$ cat src/rtl/bmap_pkg.sv
// shared widths and operation codes for the bitmap allocator
`timescale 1ns / 1ps

package bmap_pkg;

    localparam int FUNC_W    = 2;
    localparam int INDEX_W   = 10;
    localparam int WORD_BITS = 32;
    localparam int POS_W     = 5;
    // a 10-bit index reaches at most this many words
    localparam int INDEX_WORDS = (1 << INDEX_W) / WORD_BITS;

    localparam logic [FUNC_W-1:0] FUNC_SET    = 2'd0;
    localparam logic [FUNC_W-1:0] FUNC_TOGGLE = 2'd1;
    localparam logic [FUNC_W-1:0] FUNC_FIND   = 2'd2;

    typedef logic [WORD_BITS-1:0] t_word;

    // position of the lowest clear bit; only meaningful when a clear bit exists
    function automatic logic [POS_W-1:0] lowest_zero(input t_word w);
        logic [POS_W-1:0] pos;
        pos = '0;
        for (int b = WORD_BITS - 1; b >= 0; b--) begin
            if (!w[b]) begin
                pos = POS_W'(b);
            end
        end
        return pos;
    endfunction

endpackage

$ cat src/rtl/bitmap_allocator.sv
// bitmap allocator: inode and data block maps in one word memory, set/toggle/find-first-free
//
//  channel   | handshake           | fields
//  ----------+---------------------+-----------------------------------------
//  request   | start, busy         | i_func, i_map_select, i_bit_index
//  result    | o_done (one cycle)  | o_free_index, o_map_full
//
//  set/toggle: read-modify-write of one word: read at the transfer, written in S_MODIFY, then o_done registered
//  find: one memory word per cycle, result at the first word with a clear bit or at the last of min(MAP_WORDS,32) words
//  unused code or a bit beyond the map: result in the cycle after the transfer
//  reset clears per-word valid bits at once, so the maps read as zero with no sweep
//  the receiver cannot stall; busy is low whenever a new request can be taken
`timescale 1ns / 1ps

module bitmap_allocator #(
    parameter int MAP_WORDS = 32
) (
    input  logic                          i_clk,
    input  logic                          i_rst_n,
    input  logic                          start,
    output logic                          busy,
    input  logic [bmap_pkg::FUNC_W-1:0]   i_func,
    input  logic                          i_map_select,
    input  logic [bmap_pkg::INDEX_W-1:0]  i_bit_index,
    output logic                          o_done,
    output logic [bmap_pkg::INDEX_W-1:0]  o_free_index,
    output logic                          o_map_full
);
    import bmap_pkg::*;

    // words beyond a 10-bit index can never be touched
    localparam int USED_WORDS = (MAP_WORDS < INDEX_WORDS) ? MAP_WORDS : INDEX_WORDS;
    localparam int WORD_W     = (USED_WORDS > 1) ? $clog2(USED_WORDS) : 1;
    localparam int ADDR_W     = WORD_W + 1;
    localparam int MEM_DEPTH  = 1 << ADDR_W;
    localparam logic [WORD_W-1:0] LAST_WORD = WORD_W'(USED_WORDS - 1);

    typedef enum logic [1:0] {
        S_IDLE,
        S_MODIFY,
        S_SCAN
    } t_state;

    t_word              mem [MEM_DEPTH];
    logic [MEM_DEPTH-1:0] r_valid;
    t_word              r_rd_data;
    logic               r_rd_valid;

    t_state             r_state, n_state;
    logic [FUNC_W-1:0]  r_func, n_func;
    logic               r_map, n_map;
    logic [WORD_W-1:0]  r_word, n_word;
    logic [POS_W-1:0]   r_pos, n_pos;
    logic               r_done, n_done;
    logic [INDEX_W-1:0] r_free, n_free;
    logic               r_full, n_full;

    logic [POS_W-1:0]   in_word;
    logic               in_range;
    t_word              cur_word;
    logic [POS_W-1:0]   zero_pos;
    logic [ADDR_W-1:0]  rd_addr;
    logic               mem_we;
    logic [ADDR_W-1:0]  wr_addr;
    t_word              wr_data;

    assign in_word  = i_bit_index[INDEX_W-1 -: POS_W];
    assign in_range = (32'(in_word) < 32'(MAP_WORDS));
    assign cur_word = r_rd_valid ? r_rd_data : '0;
    assign zero_pos = lowest_zero(cur_word);
    assign wr_addr  = {r_map, r_word};
    assign wr_data  = (r_func == FUNC_SET) ? (cur_word | (t_word'(1) << r_pos))
                                           : (cur_word ^ (t_word'(1) << r_pos));

    assign busy         = (r_state != S_IDLE);
    assign o_done       = r_done;
    assign o_free_index = r_free;
    assign o_map_full   = r_full;

    always_comb begin
        n_state = r_state;
        n_func  = r_func;
        n_map   = r_map;
        n_word  = r_word;
        n_pos   = r_pos;
        n_done  = 1'b0;
        n_free  = '0;
        n_full  = 1'b0;
        mem_we  = 1'b0;
        // while scanning, fetch the word after the one being examined
        rd_addr = {r_map, r_word + WORD_W'(1)};

        unique case (r_state)
            S_IDLE: begin
                rd_addr = {i_map_select, in_word[WORD_W-1:0]};
                if (start) begin
                    n_func = i_func;
                    n_map  = i_map_select;
                    n_word = in_word[WORD_W-1:0];
                    n_pos  = i_bit_index[POS_W-1:0];
                    if (i_func == FUNC_FIND) begin
                        rd_addr = {i_map_select, {WORD_W{1'b0}}};
                        n_word  = '0;
                        n_state = S_SCAN;
                    end else if ((i_func == FUNC_SET || i_func == FUNC_TOGGLE) && in_range) begin
                        n_state = S_MODIFY;
                    end else begin
                        n_done = 1'b1;
                    end
                end
            end
            S_MODIFY: begin
                mem_we  = 1'b1;
                n_done  = 1'b1;
                n_state = S_IDLE;
            end
            S_SCAN: begin
                if (cur_word != '1) begin
                    n_done  = 1'b1;
                    n_free  = INDEX_W'({r_word, zero_pos});
                    n_state = S_IDLE;
                end else if (r_word == LAST_WORD) begin
                    n_done  = 1'b1;
                    n_full  = 1'b1;
                    n_state = S_IDLE;
                end else begin
                    n_word = r_word + WORD_W'(1);
                end
            end
            default: begin
                n_state = S_IDLE;
            end
        endcase
    end

    always_ff @(posedge i_clk) begin
        if (mem_we) begin
            mem[wr_addr] <= wr_data;
        end
        r_rd_data <= mem[rd_addr];
    end

    // an entry never written reads as zero
    always_ff @(posedge i_clk) begin
        if (!i_rst_n) begin
            r_valid    <= '0;
            r_rd_valid <= 1'b0;
        end else begin
            if (mem_we) begin
                r_valid[wr_addr] <= 1'b1;
            end
            r_rd_valid <= r_valid[rd_addr];
        end
    end

    always_ff @(posedge i_clk) begin
        if (!i_rst_n) begin
            r_state <= S_IDLE;
            r_done  <= 1'b0;
            r_full  <= 1'b0;
            r_free  <= '0;
        end else begin
            r_state <= n_state;
            r_done  <= n_done;
            r_full  <= n_full;
            r_free  <= n_free;
        end
        r_func <= n_func;
        r_map  <= n_map;
        r_word <= n_word;
        r_pos  <= n_pos;
    end

    a_accept_progress: assert property (@(posedge i_clk) disable iff (!i_rst_n)
        (start && !busy) |=> (busy || o_done))
        else $error("accepted request made no progress");

    a_full_zero_index: assert property (@(posedge i_clk) disable iff (!i_rst_n)
        (o_done && o_map_full) |-> (o_free_index == '0))
        else $error("full map reported a nonzero index");

    a_no_write_in_scan: assert property (@(posedge i_clk) disable iff (!i_rst_n)
        (r_state == S_SCAN) |-> !mem_we)
        else $error("memory write during a find scan");

    a_scan_bound: assert property (@(posedge i_clk) disable iff (!i_rst_n)
        (r_state == S_SCAN) |-> (r_word <= LAST_WORD))
        else $error("scan ran past the last map word");

    a_modify_done: assert property (@(posedge i_clk) disable iff (!i_rst_n)
        (r_state == S_MODIFY) |=> (o_done && !o_map_full && r_state == S_IDLE))
        else $error("read-modify-write did not complete in one cycle");

endmodule
$ cat config.mk
export PLATFORM = sky130hd
export DESIGN_NAME = bitmap_allocator
export DESIGN_NICKNAME = d
export VERILOG_FILES = /design/src/rtl/bmap_pkg.sv /design/src/rtl/bitmap_allocator.sv
export SDC_FILE = /design/constraint.sdc
export NUM_CORES = 2
export LEC_CHECK = 0
export BUFFER_PORTS_ARGS = -buffer_cell sky130_fd_sc_hd__buf_2
export CAP_MARGIN = 15
export CORE_UTILIZATION = 55
export CTS_BUF_LIST = sky130_fd_sc_hd__clkbuf_4 sky130_fd_sc_hd__clkbuf_8 sky130_fd_sc_hd__clkbuf_16
export DETAILED_ROUTE_END_ITERATION = 7
export GPL_ROUTABILITY_DRIVEN = 0
export PLACE_DENSITY = 0.71
export SYNTH_ARGS = -nofsm -noshare
export SYNTH_HDL_FRONTEND = slang
export SYNTH_SLANG_ARGS = --single-unit
$ cat constraint.sdc
create_clock -name i_clk -period 5.8 [get_ports i_clk]
set_input_delay 1.16 -clock i_clk [delete_from_list [all_inputs] [get_ports i_clk]]
set_output_delay 1.16 -clock i_clk [all_outputs]
set_load 0.05 [all_outputs]
After elaboration in Yosys (flattened, before gate mapping)
Memory sizes are Yosys's and may differ from the RTL's. A register that Yosys moved wholly into a read port is not among the register bits.
Cells that the tools add are included.
Widths: inputs -> output; s select.

word-level totals
  register bits after elaboration = 92
  RAM bits = 2048
  bits of input ports = 16
  output and inout port bits = 13
  logic and storage cells = 114
  memories kept = 1

memory list
  memory  depth  width  read ports  clocked after memory_dff  write ports  line                    text
  mem     64     32     1           1                         1            bitmap_allocator.sv:44  t_word mem [MEM_DEPTH];

operators by class
  $add $sub $neg = 1
  magnitude comparators = 3
  equality and inequality tests = 11
  shift-type cells = 1
  muxes and demuxes = 60
  bitwise gates (word level) = 5
  reduce and logical (&&, ||, !) cells = 17

operators by type and width
  kind                  count
  $mux 5                22
  $mux 32               2
  $or 64x64->64         1
  $mux 4                8
  $ne 32x32->1 const B  1
  $or 32x32->32         1
  $shl 1x5->32 const A  1
  $xor 32x32->32        1
  $reduce_and 19->1     1
  $lt 6x7->1 const B    2
  $mux 2                7
  $mux 3                4
  $mux 1                11
  $reduce_and 11->1     1
  $pmux 5 s2            1
  $reduce_and 4->1      2
  $reduce_and 7->1      1
  $bmux 1 s6            1
  $demux 1 s6           1
  $ge 6x1->1 const B    1
  $logic_not 2->1       3
  $mux 6                1
  $ne 2x2->1 const B    3
  $ne 3x3->1 const B    2
  other kinds (14)      19

Longest topological paths before layout
  word-level depth = 32
  depth in mapped cells = 13

Worst setup path after synthesis
Ideal clock, no wire load.

  path kind = register to register
  from = register r_rd_valid
  to = memory mem[0][28] (netlist name) (data pin)
  arrival = 4.010 ns
  path slack = 1.089 ns
  stages on the path, launching flop included = 7
  clock period less this slack = 4.711 ns
  cell sequence = dfxtp_1 clkbuf_1 clkbuf_1 clkbuf_1 nand2_1 ha_1 o21ai_0

on the way
  word-level cells in the longest chain between the ends = 3

ends and longest elaborated chain
  item                                             line                                            text
  from (decl)                                      bitmap_allocator.sv:47                          logic r_rd_valid;
  from (signal assigned)                           bitmap_allocator.sv:152                         r_rd_valid <= r_valid[rd_addr];
  $mux 32 (*)                                      bitmap_allocator.sv:69                          assign cur_word = r_rd_valid ? r_rd_data : '0;
  $xor 32x32->32 or $or 32x32->32 (tied branches)  bitmap_allocator.sv:73, bitmap_allocator.sv:72
  $mux 32 (*)                                      bitmap_allocator.sv:72                          assign wr_data = (r_func == FUNC_SET) ? (cur_word | (t_word'(1) << r_pos))
  via wr_data[28]                                  bitmap_allocator.sv:65                          t_word wr_data;
  to (decl)                                        bitmap_allocator.sv:44

The timed path passes the listed nets; every way through them passes the cells marked *.

Final worst setup path
  from = register r_word[0]
  to = register r_rd_valid

on the way
  word-level cells in the longest chain between the ends = 4

ends and longest elaborated chain
  item                          line                     text
  from (decl)                   bitmap_allocator.sv:52   logic [WORD_W-1:0] r_word, n_word;
  from (signal assigned)        bitmap_allocator.sv:170  r_word <= n_word;
  $add 5x1->5                   bitmap_allocator.sv:91   rd_addr = {r_map, r_word + WORD_W'(1)};
  $mux 6                        bitmap_allocator.sv:93   unique case (r_state)
  $bmux 1 s6                    bitmap_allocator.sv:152
  $mux 1 (not written as such)  bitmap_allocator.sv:152

Every way passes these cells. The select of a mux whose other input is x is not followed.
A chain may end at the register's enable or synchronous reset.

==> impl_results.md <==
- Root buf cell: clkbuf_16
- Worst Tran Pin Value: 1.297 ns
- Endpoint type of the worst setup path: flop
- Mapped Avg Cell Area: 14.30 sq um
- Ranking of synthesized cells by area: edfxtp_1 72%, nand2_1 5.5%, mux2i_1 5.4%, nand3_1 3.2%, dfxtp_1 2.6%
- Top cell type's share of synthesized area: 71.92%
- Crit start category: flop
- Final WL: 254.2 mm
- Met2 WL: 112.9 mm
- Synth cell types: 69
- Final Skew: 0.03429 ns
- Overall die height: 397.6 um
- Max Fclk: 201.4 MHz
- Max-cap violations: 0
- Post-Syn Area: 86060 sq um
- Setup bufs post-CTS: 0
- Number of buffers created by CTS: 206
- DR iter-0 viols: 8239
- First-pass GRT wire length: 362.0 mm
- Pre-Repair DR Iteration Count: 8
- Number of synthesized flops with an enable pin: 2061
- Most common cell after layout, fill and taps aside: edfxtp_1
- Share of layout cells above drive strength 1: 13.10%
- FFs w/ async S/R, synth: 0%
- DRC: 0
- Worst min path class: reg -> reg
- Vias: 55189
- Final worst path period share: 85.62%
- Seq cells post-synth: 2172
- Leading cell types in the layout, fill and taps excluded: 2061 x edfxtp_1, 1249 x nand2_1, 547 x nand3_1
- Port buffer count: 28
- Cts hold-fix bufs: 0
- M1 WL: 92.39 mm
- Synth area leader: edfxtp_1
- Worst EP required: 6.58 ns
- Routed Antenna Nets: 0
- Total track usage: 31.93%
- Sequential-to-total area share from yosys stat: 74.50%
- Max Slew Vio Count: 0
- DR top layer: met5
- Area occupied by multi-input gates: 21170 sq um
- Clk_lat worst skew: 0.87 ns
- Leakage: 0.03408 uW
- Critical path class: reg -> reg
- Grt total ovfl: 0
- Pwr Total: 34890 uW
- Detail Placement HPWL: 143.7 mm
- CTS Sinks: 2172
- WP data arrival: 5.75 ns
- Drt wl/cell: 30.23 um
- Cell row count: 144
- Synth warn: 0
- Top FF cell, synth: edfxtp_1
- Largest vdd supply drop: 277.1 uV
- I/O pin count: 29
- Min Tclk post-route: 4.966 ns
- Critical Path Fanout Max: 61
- Die area: 158100 sq um
- Chip Width: 397.6 um
- Nets: 6208
- P per Cell Area: 357.9 nW/um^2
- Met3 WL post-DR: 34.35 mm
- Initial core utilization: 55.60%
- Reg area: 64110 sq um
- CTS resizes: 0
- H-Tree Depth: 4
- Clock transition at path regs: 0.06 ns
- Status: completed
- Synth-to-layout area growth: 13.30%
- Max Buffers Root-to-Sink: 3
- CTS tree: done
- Initial antenna violation count: 26
- Vias in the first global route: 52400
- Pin count of the biggest net entering global routing: 137
- Syn Inst Count: 6019
- Total negative slack: 0 ns
- Core footprint: 154800 sq um
- Post-synthesis net count: 6069
- Final setup vio count: 0
- Via density: 6.565
- RSZ-0062 raised after global routing: no
- Fillers: 10862
- Worst slew margin relative to its limit: 12.86%
- Final Hold Vio Count: 0
-- power breakdown --
part | leakage (uW) | internal, uW | total (uW) | switching (uW)
clock network | 0.00345 | 7780 | 13600 | 5780
logic | 0.0107 | 1020 | 3680 | 2660
registers | 0.0199 | 17500 | 17700 | 170
-- routing by layer --
metal | vias up | track usage, %
met5 | - | 0
met4 | 10 | 16.96
met3 | 699 | 8.757
met2 | 3960 | 47.57
met1 | 27288 | 42.98
li1 | 23232 | -
-- registers in the layout, indices dropped and copies added, names as in the netlist --
| register | count |
|---|---|
| mem | 2048 |
| r_pos | 5 |
| r_map | 1 |
| o_done | 1 |
| o_free_index | 10 |
| r_rd_data | 32 |
| r_func | 2 |
| r_valid | 64 |
| r_rd_valid | 1 |
| r_word | 5 |
| r_state | 2 |
| o_map_full | 1 |
-- logic make-up (layout without fill, tap and decap cells) --
kind of cell | Yosys count | in the layout | synth area share, %
other cells | 0 | 25 | 0
simple gates | 2105 | 2105 | 10.64
fa+ha+maj | 34 | 34 | 0.4943
compound gates | 842 | 842 | 6.582
mux | 467 | 467 | 5.432
xor+xnor | 2 | 2 | 0.02036
buf+inv | 397 | 716 | 2.329
flops | 2172 | 2172 | 74.50
-- cells in the mapped netlist (all sizes together), types with 34 or more instances --
library cell,count
clkbuf,163
mux2i,467
edfxtp,2061
o221ai,155
nand3,547
o21a,67
o21ai,99
dfxtp,111
a311oi,43
buf,226
a21oi,231
ha,34
nand2,1251
nor4,51
nor2,91
nor3,34
a31oi,63
o22ai,84
-- through the flow --
step	utilization (%)	setup slack, ns	hold WS, ns	cell area [sq um]	std cells
4_1_cts	62.91	0.9353	0.4659	97370	8376
2_1_floorplan	-	1.089	0.4400	86060	6019
6_report	63.00	0.8343	0.4632	97510	8407
5_1_grt	62.97	0.8486	0.4767	97460	8389
3_5_place_dp	58.48	0.8613	0.4528	90510	7988
3_3_place_gp	58.35	-1.270	0.4455	90310	7968
-- cell type report --
type | count | share of cell area, %
inverter | 8 | 0.03080
clock inverter | 105 | 0.9893
multi-input combinational | 3450 | 21.71
tap | 2044 | 2.623
clock buffer | 283 | 6.041
antenna | 25 | 0.06416
sequential | 2172 | 65.75
timing repair buffer | 320 | 2.792
-- worst paths after layout --
check,from,to,slack (ns),cells after the start
max reg2reg,r_word[0],r_rd_valid,0.83,11
max,r_word[0],r_rd_valid,0.83,11
min,r_valid[28],r_valid[28],0.46,1
min reg2reg,r_valid[28],r_valid[28],0.46,1
-- critical path, cell delays in order (launching register included) --
cell and delay, ns:
edfxtp_1 0.63, ha_1 0.49, o21a_1 0.43, a31o_4 0.69
buf_12 0.35, buf_12 0.33, buf_4 0.25, nand2_1 0.07
a22oi_1 0.21, o22ai_1 0.12, nor3_1 0.92, o41a_1 0.29
Power figures use the tool's default switching activity.
